==> src/hdl/chip8_ram.sv <==
`default_nettype none
module chip8_ram #(
  parameter int DEPTH = 16,
  parameter int WIDTH = 8
) (
  input  wire logic                     clk,
  input  wire logic                     we,
  input  wire logic [$clog2(DEPTH)-1:0] waddr,
  input  wire logic [WIDTH-1:0]         wdata,
  input  wire logic [$clog2(DEPTH)-1:0] raddr,
  output logic      [WIDTH-1:0]         rdata
);
  logic [WIDTH-1:0] mem [DEPTH];

  always_ff @(posedge clk) begin
    if (we) mem[waddr] <= wdata;
  end

  always_ff @(posedge clk) begin
    rdata <= mem[raddr];
  end
endmodule
`default_nettype wire

==> config.mk <==
export PLATFORM = sky130hd
export DESIGN_NAME = chip8_ram
export DESIGN_NICKNAME = d
export VERILOG_FILES = /design/src/hdl/chip8_ram.sv
export SDC_FILE = /design/constraint.sdc
export NUM_CORES = 1
export LEC_CHECK = 0
export ABC_CLOCK_PERIOD_IN_PS = 3070
export BUFFER_PORTS_ARGS = -buffer_cell sky130_fd_sc_hd__buf_2
export CAP_MARGIN = 15
export CORE_ASPECT_RATIO = 2
export CORE_UTILIZATION = 55
export DETAILED_ROUTE_END_ITERATION = 8
export PLACE_DENSITY = 0.73
export SLEW_MARGIN = 10
export SYNTH_ARGS = -nofsm -noshare
export SYNTH_HDL_FRONTEND = slang
export SYNTH_SLANG_ARGS = --single-unit
==> constraint.sdc <==
create_clock -name clk -period 3.07 [get_ports clk]
set_input_delay 0.307 -clock clk [delete_from_list [all_inputs] [get_ports clk]]
set_output_delay 0.307 -clock clk [all_outputs]
set_load 0.02 [all_outputs]
# Word level (Yosys, flattened, before mapping)
# Memories as Yosys holds them, arrays and structs flattened. A register that Yosys moved wholly into a read port is not among the register bits.
# Index checks and enable logic that the tools add are counted.
[op_classes]
add_sub_neg = 0
mul = 0
n_div = 0
n_lt_le_gt_ge = 0
n_eq_ne = 0
n_shift = 0
muxes = 2
bitwise = 0
n_reduce_logical = 0
[op_table]
columns = ["operator", "n"]
rows = [
  ["$mux 1", 2],
]
[totals]
ff_bits = 0
latchBits = 0
ramBits = 128
romBits = 0
input_bits = 18
output_inout_bits = 8
word_cells = 3
n_memories = 1
[mem_list]
columns = ["name", "words", "word_bits", "rd", "rd_ports_with_merged_regs", "write_ports", "line", "rtl"]
rows = [
  ["mem", 16, 8, 1, 1, 1, "13", "logic [WIDTH-1:0] mem [DEPTH];"],
]

# Depth between registers and ports, before layout
[logic_depth]
ltp_word = 2
depth_mapped = 5
depth_no_buf = 3

# Least setup slack after synthesis
# Ideal clock, no wire load.
[synth_timing]
path_type = "input-to-reg"
startpoint = "input port waddr[2]"
endpoint = "memory mem[0][0] (enable)"
t_arrival_ns = 1.417
required_ns = 2.687
setup_slack_ns = 1.270
stages = 2
n_path_buf = 0
path_cell_list = "or3b_2 nor3_1"
[synth_rtl]
columns = ["element", "line", "rtl"]
rows = [
  ["from (decl)", "8", "input wire logic [$clog2(DEPTH)-1:0] waddr,"],
  ["to (decl)", "13", ""],
]
# Straight into the memory's write port.

==> summary.md <==
| Metric | Value |
|---|---|
| # rows | `49` |
| Critical-path cell list | `buf_2 -> buf_4 -> mux4_1 -> a22oi_1 -> nand2_1` |
| PortBufs | `25` |
| RSZ-0062 raised after global routing | `false` |
| Avg Cell Area, Syn | `22.5 µm²` |
| First-pass GRT wire length | `approximately 15 mm` |
| Count of cells resized by post-cts repair | `0` |
| CP delay by family, top | `multiplexers` |
| Die Span Y | `between 100 and 150 µm` |
| CP Depth | `5` |
| Crit-path max FO | `32` |
| Placed Cells | `354` |
| Postcts setup bufs | `0` |
| Post-route ant nets | `0` |
| Post-route clock skew | `6.12 ps` |
| Clock root buffer master | `clkbuf_16` |
| Crit path kind | `input port to flip-flop` |
| WL per Instance | `24.7 µm` |
| Max Root-Sink Buffers | `2` |
| Mapped Nets | `247` |
| DIE AREA | `between 0.009 and 0.01 mm²` |
| CTS tree | `yes` |
| Initial drt markers | `between 100 and 150` |
| Clock Pin Slew Worst Setup and Hold Paths | `about 60 ps` |
| H-tree level count | `4` |
| Via count | `2,401` |
| Crit path time final | `1580 ps` |
| Setup violators final | `0` |
| Worst EP arrival | `1880 ps` |
| WHS Path Cells | `1` |
| CP bufs+invs | `2` |
| R2r setup slk | `1710 ps` |
| Number of distinct library cells after synthesis | `19` |
| Share of layout cells above drive strength 1 | `between 20 and 30%` |
| Vias in the first global route | `between 2k and 3k` |
| Headroom to the max-slew limit | `38.9%` |
| Final Power | `4.27 mW` |
| Grt ovf | `0` |
| Fin nets | `between 200 and 300` |
| Post-synthesis cell area | `0.00515 mm²` |
| Final Cycle Share | `between 50% and 60%` |
| Final hold violations | `0` |
| Core area | `0.00901 mm²` |
| Max frequency | `633 MHz` |
| Clock Latency Late Sink | `410 ps` |
| Final hold slack | `280 ps` |
| Crit end category | `flip-flop` |
| Layout overhead on the synthesized area | `15.8%` |
| Final Wtd Congestion | `~0.77` |
| Finished Core Util | `66.1%` |
| CTS Hold Buffers Added | `0` |
| Lkg Pwr | `2.02 nW` |
| Tightest Hold Check Type | `input port to flip-flop` |
| WL final | `9.53 mm` |
| Post-detail-place hpwl | `6.13 mm` |
| Fin. max-slew vios | `0` |
| Worst Reg-to-Reg Cells | `3` |
| Critical path's slowest cell | `mux4_1` |
| Synth Instances | `229` |
| Post-route DRC violation count | `0` |
| Die width | `between 70 and 80 µm` |
| Critical Path RT | `approximately 3400 ps` |
| Drt via density | `roughly 6.2` |
| Pre-Repair DR Iteration Count | `4` |
| Clk sinks | `between 100 and 150` |
| Layout Cells excl Fill | `386` |
| Crit path largest cell delay | `630 ps` |
| TNS Setup | `0 ps` |
| Initial antenna violation count | `0` |
| Yosys reg bits | `136` |
| Total GRT Usage | `between 20% and 30%` |
| Initial core utilization | `57.1%` |
| Synth warnings | `0` |
| Number of max-cap violations | `0` |
| Antenna Cells | `0` |
| Crit start category | `input port` |
| Worst-margin pin slew | `913 ps` |
| Status | `finished clean` |
| I/O pins | `26` |
| Total CTS buffers | `17` |
| Sequential area share after synthesis | `~78%` |
| Worst vdd ir | `487 µV` |
| Pwr Density | `716 mW/mm²` |
| Largest net degree at the start of global routing | `33` |
-- path summary, 6_finish.rpt --
check,start,end
setup / recovery,raddr[0],rdata[5]$_DFF_P_
hold reg to reg,mem[12][4]$_DFFE_PP_,rdata[4]$_DFF_P_
hold / removal,wdata[3],mem[2][3]$_DFFE_PP_
setup reg to reg,mem[2][5]$_DFFE_PP_,rdata[5]$_DFF_P_
-- power breakdown --
part	total, mW	leakage [nW]	internal (mW)	switching (mW)
combinational	0.193	0.513	0.0765	0.116
clock	1.99	0.281	1.27	0.720
sequential	2.09	1.22	2.08	0.0114
total	4.27	2.02	3.42	0.848
-- metal layers --
metal,up-vias,GRT usage [%],routed length (µm)
li1,1061,-,-
met1,1216,24.5,3450
met2,108,37.6,5330
met3,16,5.45,444
met4,0,10.4,303
met5,-,0,0
-- metrics by stage --
| step | setup slack (ps) | cell area (µm²) |
|---|---|---|
| 6_report | 1490 | 5960 |
| 4_1_cts | 1490 | 5960 |
| 3_3_place_gp | 1050 | 5370 |
| 2_1_floorplan | 1270 | 5150 |
| 5_1_grt | 1380 | 5960 |
| 3_5_place_dp | 1060 | 5370 |
-- Yosys cell counts, drive strengths merged --
| cell | number | area [µm²] |
|---|---|---|
| nor2b | 1 | 6.26 |
| and2b | 1 | 7.51 |
| nand2 | 9 | 33.8 |
| edfxtp | 128 | 3840 |
| nand3 | 1 | 5.00 |
| mux4 | 32 | 773 |
| clkdlybuf4s25 | 3 | 30.0 |
| nor3 | 4 | 20.0 |
| and2 | 1 | 6.26 |
| nand2b | 2 | 12.5 |
| or3b | 1 | 8.76 |
| dfxtp | 8 | 160 |
| nand3b | 2 | 15.0 |
| a22oi | 16 | 120 |
| nor2 | 13 | 48.8 |
| buf | 7 | 56.3 |
-- layout by cell type, fill, tap and decap left out --
cell and n:
and2b_1 1, bufinv_16 3, nand3_1 1, mux4_1 14, clkbuf_1 2, nand3b_1 2, mux4_2 18, or3b_2 1
nor2b_1 1, clkinv_1 1, edfxtp_1 128, nor2_1 13, clkinv_2 4, buf_2 25, nor3_1 4, clkinvlp_4 3
clkbuf_16 17, a22oi_1 16, and2_1 1, dfxtp_1 8, buf_4 8, nand2_1 9, clkinv_4 1, nand2b_1 2
inv_6 1
-- cell families after synthesis --
kind of cell           synth area share (%)
AOI/OAI and AO/OA                      2.33
buffers and inverters                  1.68
muxes                                  15.0
and+or+nand+nor                        3.18
DFF                                    77.8
-- area by class of cell --
type                            count  area (µm²)
Timing Repair Buffer               33         185
Fill cell                         572        3050
Clock inverter                     13         154
Tap cell                          102         128
Sequential cell                   136        4000
Multi-Input combinational cell     83        1060
Clock buffer                       19         433
-- state kept, by name, indices dropped and copies added (netlist names) --
register and count:
mem 128, rdata 8
No activity file was read; power rests on OpenSTA's default activity.
