<file path="config.mk">
export PLATFORM = sky130hd
export DESIGN_NAME = chip8_alu
export DESIGN_NICKNAME = d
export VERILOG_FILES = /design/src/hdl/chip8_pkg.sv /design/src/hdl/chip8_alu.sv
export SDC_FILE = /design/constraint.sdc
export NUM_CORES = 1
export LEC_CHECK = 0
export ABC_AREA = 0
export BUFFER_PORTS_ARGS = -buffer_cell sky130_fd_sc_hd__buf_2
export CAP_MARGIN = 20
export CORE_UTILIZATION = 52
export DETAILED_ROUTE_END_ITERATION = 10
export PLACE_DENSITY = 0.93
export SYNTH_ARGS = -nofsm -noshare
export SYNTH_HDL_FRONTEND = slang
export SYNTH_SLANG_ARGS = --single-unit
</file>
<file path="constraint.sdc">
create_clock -name vclk -period 8.5
set_clock_uncertainty 0.2 [all_clocks]
set_input_delay 1.275 -clock vclk [all_inputs]
set_output_delay 1.275 -clock vclk [all_outputs]
set_load 0.1 [all_outputs]
</file>
<file path="src/hdl/chip8_pkg.sv">
`default_nettype none
package chip8_pkg;

  localparam int RAM_BYTES     = 4096;
  localparam int SCREEN_WIDTH  = 64;
  localparam int SCREEN_PIXELS = 2048;
  localparam int STACK_DEPTH   = 16;
  localparam int PROGRAM_START = 512;

  localparam int RAM_AW = $clog2(RAM_BYTES);
  localparam int SCR_AW = $clog2(SCREEN_PIXELS);
  localparam int COL_W  = $clog2(SCREEN_WIDTH);
  localparam int ROW_W  = SCR_AW - COL_W;
  localparam int SP_W   = (STACK_DEPTH > 1) ? $clog2(STACK_DEPTH) : 1;
  localparam int FONT_BYTES = 80;

  // request kinds
  localparam logic [1:0] REQ_LOAD  = 2'd0;
  localparam logic [1:0] REQ_EXEC  = 2'd1;
  localparam logic [1:0] REQ_PIXEL = 2'd2;

  // opcode groups (top nibble)
  localparam logic [3:0] GRP_SYS   = 4'h0;
  localparam logic [3:0] GRP_JP    = 4'h1;
  localparam logic [3:0] GRP_CALL  = 4'h2;
  localparam logic [3:0] GRP_SE    = 4'h3;
  localparam logic [3:0] GRP_SNE   = 4'h4;
  localparam logic [3:0] GRP_SEXY  = 4'h5;
  localparam logic [3:0] GRP_LD    = 4'h6;
  localparam logic [3:0] GRP_ADD   = 4'h7;
  localparam logic [3:0] GRP_ALU   = 4'h8;
  localparam logic [3:0] GRP_SNEXY = 4'h9;
  localparam logic [3:0] GRP_LDI   = 4'hA;
  localparam logic [3:0] GRP_JPV0  = 4'hB;
  localparam logic [3:0] GRP_RND   = 4'hC;
  localparam logic [3:0] GRP_DRW   = 4'hD;
  localparam logic [3:0] GRP_SKP   = 4'hE;
  localparam logic [3:0] GRP_MISC  = 4'hF;

  localparam logic [7:0] SYS_CLS = 8'hE0;
  localparam logic [7:0] SYS_RET = 8'hEE;

  localparam logic [3:0] ALU_MOV  = 4'h0;
  localparam logic [3:0] ALU_OR   = 4'h1;
  localparam logic [3:0] ALU_AND  = 4'h2;
  localparam logic [3:0] ALU_XOR  = 4'h3;
  localparam logic [3:0] ALU_ADD  = 4'h4;
  localparam logic [3:0] ALU_SUB  = 4'h5;
  localparam logic [3:0] ALU_SHR  = 4'h6;
  localparam logic [3:0] ALU_SUBN = 4'h7;
  localparam logic [3:0] ALU_SHL  = 4'hE;

  localparam logic [7:0] SKP_DOWN = 8'h9E;
  localparam logic [7:0] SKP_UP   = 8'hA1;

  localparam logic [7:0] F_GET_DT   = 8'h07;
  localparam logic [7:0] F_WAIT_KEY = 8'h0A;
  localparam logic [7:0] F_SET_DT   = 8'h15;
  localparam logic [7:0] F_SET_ST   = 8'h18;
  localparam logic [7:0] F_ADD_I    = 8'h1E;
  localparam logic [7:0] F_FONT     = 8'h29;
  localparam logic [7:0] F_BCD      = 8'h33;
  localparam logic [7:0] F_STORE    = 8'h55;
  localparam logic [7:0] F_LOAD     = 8'h65;

  localparam logic [3:0] REG_FLAG = 4'hF;

  localparam logic [7:0] FONT [FONT_BYTES] = '{
    8'hF0,8'h90,8'h90,8'h90,8'hF0, 8'h20,8'h60,8'h20,8'h20,8'h70,
    8'hF0,8'h10,8'hF0,8'h80,8'hF0, 8'hF0,8'h10,8'hF0,8'h10,8'hF0,
    8'h90,8'h90,8'hF0,8'h10,8'h10, 8'hF0,8'h80,8'hF0,8'h10,8'hF0,
    8'hF0,8'h80,8'hF0,8'h90,8'hF0, 8'hF0,8'h10,8'h20,8'h40,8'h40,
    8'hF0,8'h90,8'hF0,8'h90,8'hF0, 8'hF0,8'h90,8'hF0,8'h10,8'hF0,
    8'hF0,8'h90,8'hF0,8'h90,8'h90, 8'hE0,8'h90,8'hE0,8'h90,8'hE0,
    8'hF0,8'h80,8'h80,8'h80,8'hF0, 8'hE0,8'h90,8'h90,8'h90,8'hE0,
    8'hF0,8'h80,8'hF0,8'h80,8'hF0, 8'hF0,8'h80,8'hF0,8'h80,8'h80
  };

  typedef struct packed {
    logic [7:0] val;
    logic       wr;
    logic       flag;
    logic       flag_wr;
    logic       bad;
  } alu_res_t;

  typedef struct packed {
    logic [7:0] hundreds;
    logic [7:0] tens;
    logic [7:0] ones;
  } bcd_t;

endpackage
`default_nettype wire

</file>
<file path="src/hdl/chip8_alu.sv">
`default_nettype none
module chip8_alu import chip8_pkg::*; (
  input  wire logic [15:0] opc,
  input  wire logic [7:0]  vx,
  input  wire logic [7:0]  vy,
  input  wire logic [7:0]  delay,
  input  wire logic [15:0] keys,
  input  wire logic [7:0]  rnd,
  output alu_res_t         res,
  output bcd_t             bcd
);
  logic [8:0]  sum;
  logic [3:0]  top_key;
  logic [1:0]  hund;
  logic [6:0]  rem;
  logic [14:0] prod;
  logic [3:0]  tens;

  assign sum = {1'b0, vx} + {1'b0, vy};

  always_comb begin
    top_key = 4'd0;
    for (int i = 0; i < 16; i++) begin
      if (keys[i]) top_key = 4'(i);
    end
  end

  always_comb begin
    res = '0;
    unique case (opc[15:12])
      GRP_LD:  begin res.val = opc[7:0]; res.wr = 1'b1; end
      GRP_ADD: begin res.val = vx + opc[7:0]; res.wr = 1'b1; end
      GRP_RND: begin res.val = opc[7:0] & rnd; res.wr = 1'b1; end
      GRP_ALU: begin
        res.wr = 1'b1;
        unique case (opc[3:0])
          ALU_MOV: res.val = vy;
          ALU_OR:  res.val = vx | vy;
          ALU_AND: res.val = vx & vy;
          ALU_XOR: res.val = vx ^ vy;
          ALU_ADD: begin res.val = sum[7:0]; res.flag = sum[8]; res.flag_wr = 1'b1; end
          ALU_SUB: begin res.val = vx - vy; res.flag = (vx >= vy); res.flag_wr = 1'b1; end
          ALU_SHR: begin res.val = vx >> 1; res.flag = vx[0]; res.flag_wr = 1'b1; end
          ALU_SUBN: begin res.val = vy - vx; res.flag = (vy >= vx); res.flag_wr = 1'b1; end
          ALU_SHL: begin res.val = vx << 1; res.flag = vx[7]; res.flag_wr = 1'b1; end
          default: begin res.wr = 1'b0; res.bad = 1'b1; end
        endcase
      end
      GRP_MISC: begin
        if (opc[7:0] == F_GET_DT) begin
          res.val = delay;
          res.wr  = 1'b1;
        end else if (opc[7:0] == F_WAIT_KEY) begin
          res.val = {4'd0, top_key};
          res.wr  = (keys != 16'd0);
        end
      end
      default: res = '0;
    endcase
  end

  // decimal digits: hundreds by compare, tens by reciprocal multiply (r < 100)
  always_comb begin
    if (vx >= 8'd200)      hund = 2'd2;
    else if (vx >= 8'd100) hund = 2'd1;
    else                   hund = 2'd0;
    rem  = 7'(vx - 8'(hund) * 8'd100);
    prod = 15'(rem) * 15'd205;
    tens = 4'(prod >> 11);
    bcd.hundreds = {6'd0, hund};
    bcd.tens     = {4'd0, tens};
    bcd.ones     = {1'b0, rem - 7'(tens) * 7'd10};
  end
endmodule
`default_nettype wire

</file>
# Word level (Yosys, flattened, before mapping)
# Index checks and enable logic that the tools add are counted.
# word_totals
ff_bits	0
elab_cells	60
# op_classes
addsub	6
multipliers	3
order_cmp	4
n_eq_ne	15
muxes	25
bitwise_logic	4
n_reduce_logical	3
# ops
op	n
8-bit one-hot mux with 9 select lines	1
9-bit one-hot mux with 5 select lines	1
4-bit 2-to-1 mux	11
4-bit by 3-bit equality test with 1-bit output, second input constant	6
8-bit bitwise AND	2
4-bit equality test, second input constant	4
8-bit greater-or-equal comparator	2
16-bit nonzero test	1
8-bit subtractor	2
7-bit by 8-bit multiplier with 15-bit output, second input constant	1
7-bit subtractor	2
2-bit one-hot mux with 5 select lines	1
8-bit by 8-bit adder with 9-bit output	1
9-bit 2-to-1 mux	1
9-bit OR reduction	1
8-bit adder	1
4-bit by 2-bit equality test with 1-bit output, second input constant	2
8-bit by 3-bit equality test with 1-bit output, second input constant	1
8-bit by 4-bit equality test with 1-bit output, second input constant	1
8-bit by 7-bit greater-or-equal comparator with 1-bit output, second input constant	1
8-bit greater-or-equal comparator, second input constant	1
8-bit bitwise OR	1
8-bit bitwise XOR	1
4-bit by 3-bit multiplier with 6-bit output, second input constant	1
other kinds (7)	13

# Longest topological paths before layout
# depth
depth_word	18
mapped_depth	32
depth_no_buf	32

# Worst setup path after synthesis
# Ideal clock, no wire load.
# synth_path
kind	input-to-output
start	input port vx[4]
end	output port bcd[6] (netlist name)
arrival_time_ns	10.727
path_slack_ns	-3.702
stages	29
n_path_buf	0
cell_sequence	or3_1 > a32oi_1 > inv_1 > ha_1 > fa_1 > nand2_1 > a21oi_1 > xnor2_1 > ha_1 > ha_1 > fa_1 > inv_1 > fa_1 > inv_1 > ha_1 > a21o_1 > a21o_1 > a21oi_2 > a21oi_1 > xor2_1 > xor2_1 > ha_1 > inv_1 > fa_1 > ha_1 > o21ai_0 > nand2b_1 > o41ai_2 > xnor2_1
# synth_lines
element	line	rtl
start: declaration	chip8_alu.sv:4	input wire logic [7:0] vx,
end: declaration	chip8_alu.sv:10	output bcd_t bcd

==> reports/summary.json <==
{
  "grt_start_max_net_pins": 30,
  "maxClockFrequency_mhz": 109,
  "postRouteWirelength_um": 12700,
  "initial_core_utilization_pct": 54.1,
  "layout_setup_ws_ns": -0.656,
  "grt_pass1_wl_um": 21000,
  "critPathMaxStageDelay_ns": 0.49,
  "warning_count_from_the_yosys_run": 0,
  "max_cap_viol_count": 0,
  "diodes": 0,
  "worst-endpoint-arrival_ns": 7.68,
  "dpl_hpwl_um": 10400,
  "yosysTopAreaCell": "sky130_fd_sc_hd__ha_1",
  "startpoint": "vx[2]",
  "fp-row-count": 31,
  "max_slew_margin_vs_limit_pct": 54.9,
  "tightestPinTransition_ns": 0.675,
  "cp_common_cell": "sky130_fd_sc_hd__ha_4",
  "grt_setup_unrepaired": "yes",
  "drt_pre_antenna_iters": 8,
  "dr_total_vias": 4484,
  "outcome": "finished, violations left",
  "failed_checks": "setup timing",
  "core_area_mm2": 0.00729,
  "worst-endpoint-required_ns": 7.03,
  "final_period_minus_worst_setup_slack_ns": 9.16,
  "fill_cells": 579,
  "syn_area_per_cell_um2": 7.46,
  "synth_sequential_area_ratio_pct": 0,
  "crit_type": "in -> out",
  "first_global_vias": 4477,
  "remaining_drc_errors": 0,
  "timing.hold.worst.class": "in -> out",
  "drt_first_iter_violations": 459,
  "dp_worst_setup_slack_ns": -0.917,
  "wl_per_cell_um": 17.1,
  "slowest_stage": "sky130_fd_sc_hd__fa_1",
  "synth_cell_type_count": 73,
  "final_nets": 808,
  "syn_inst": 529,
  "gpl.final_weighted_congestion": 0.992,
  "slew_violations": 0,
  "area_growth_pct": 32.6,
  "die_area_mm2": 0.00794,
  "synthTopCellsByArea": "sky130_fd_sc_hd__ha_1, sky130_fd_sc_hd__fa_1, sky130_fd_sc_hd__inv_1, sky130_fd_sc_hd__a21oi_1, sky130_fd_sc_hd__xnor2_1",
  "antenna_found_initial": 0,
  "synth.top_cell.area_share_pct": 26.0,
  "startpoint_type": "primary input",
  "path_depth": 30,
  "antenna_violating_nets_post_route": 0,
  "grt.total_usage_pct": 33.4,
  "critPathBufInv": 6,
  "number_of_flip_flops_and_latches": 0,
  "worstSetupEndpointType": "output pin",
  "total_of_buffers_placed_on_input_and_output_ports": 85,
  "post_synth_instance_area_mm2": 0.00394,
  "clock_buffer_count": 0,
  "critical_path_peak_fanout": 4,
  "final_layout_size_suffix_gt1_share_pct": 30.0,
  "timing.critical_path.max_delay_family": "adder cells",
  "setup_total_negative_slack_ns": -1.61,
  "die_w_um": 89.1,
  "floorplan.io_pins": 100,
  "timing.final.crit_share_pct": 108,
  "crit_end": "bcd[6]",
  "setup_violations_final": 4,
  "report.final.hold_viol_count": 0,
  "die-height_um": 89.1,
  "sequential_cell_area_um2": 0,
  "via_per_inst": 6.02,
  "global_route.overflow_total": 0
}
## worst min path at each step
| stage | start | to | cells after the start |
|---|---|---|---|
| after global placement | vx[0] | bcd[0] | 2 |
| after global routing | vx[0] | bcd[0] | 2 |
| after detailed placement | vx[0] | bcd[0] | 2 |
| after floorplan | vx[0] | bcd[0] | 1 |
| final | vx[0] | bcd[0] | 2 |
| after CTS | vx[0] | bcd[0] | 2 |
## per-stage QoR
step	cell area, um^2	std cells	utilization, %	hold slack (ns)
finish	5230	745	71.7	2.80
detailed placement	5050	740	69.3	2.80
global placement	5050	740	69.3	2.80
CTS	5120	743	70.3	2.80
floorplan	4300	539	-	2.56
global route	5230	745	71.7	2.81
## layer usage
metal / GRT usage (%) / vias to the layer above / share of wire (%)
li1: - / 2105 / -
met1: 38.6 / 2097 / 37
met2: 61.6 / 234 / 53
met3: 4.25 / 48 / 6.5
met4: 14.4 / 0 / 3.6
met5: 0 / - / 0
## synthesized netlist by cell type (all sizes together) (3+ instances only)
cell type and count:
ha 82, inv 69, a21oi 49, nor2 43
nand2 35, o21ai 27, xnor2 21, buf 16
fa 14, clkbuf 13, a21o 12, nand3 11
a211oi 9, o21bai 9, nor3 7, xor2 7
nand2b 6, nor2b 6, o221ai 6, a221oi 5
a22oi 5, a32oi 5, a31oi 4, and3 4
nand4 4, nor4 4, o211ai 4, or3 4
or4 4, mux2i 3, mux4 3, o21a 3
o31ai 3
## placed cells by master (no fill, tap or decap), types with 7 or more instances in the layout
| cell | instances |
|---|---|
| sky130_fd_sc_hd__a21oi_1 | 43 |
| sky130_fd_sc_hd__nor2_1 | 41 |
| sky130_fd_sc_hd__nor3_1 | 7 |
| sky130_fd_sc_hd__buf_4 | 45 |
| sky130_fd_sc_hd__nand3_1 | 11 |
| sky130_fd_sc_hd__xnor2_1 | 13 |
| sky130_fd_sc_hd__o21bai_1 | 9 |
| sky130_fd_sc_hd__a211oi_1 | 8 |
| sky130_fd_sc_hd__buf_2 | 78 |
| sky130_fd_sc_hd__a21o_1 | 11 |
| sky130_fd_sc_hd__o21ai_0 | 23 |
| sky130_fd_sc_hd__ha_4 | 12 |
| sky130_fd_sc_hd__fa_1 | 13 |
| sky130_fd_sc_hd__inv_1 | 63 |
| sky130_fd_sc_hd__ha_1 | 70 |
| sky130_fd_sc_hd__conb_1 | 11 |
| sky130_fd_sc_hd__nand2_1 | 33 |
## logic make-up (layout without fill, tap and decap cells)
group                      Yosys count  after routing  share of synthesized area, %
xor gates and xnor gates            28             28                          6.41
adders and majority gates           96             96                          33.1
muxes                                8              8                          3.24
buffers and inverters               99            206                          12.5
and+or+nand+nor                    135            135                          16.8
AOI/OAI and AO/OA                  162            162                          27.8
other                                1             11                        0.0951
## layout make-up
type                            instances  area, um^2  area share, %
Multi-Input combinational cell        440        3900           74.7
Inverter                               70         270           5.17
Tap cell                               99         124           2.37
Timing Repair Buffer                  136         931           17.8
## timing repair
| item | CTS | global route |
|---|---|---|
| hold endpoints to repair | 0 | 0 |
| resized for setup | 12 | 12 |
| pin swaps | 20 | 22 |
| endpoints found under the setup margin | 4 | 4 |
| buffers inserted | 3 | 2 |
| hold buffers | 0 | 0 |
Power is not shown: default switching activity piles up to over one toggle a cycle in this logic, so the estimate is an artifact.
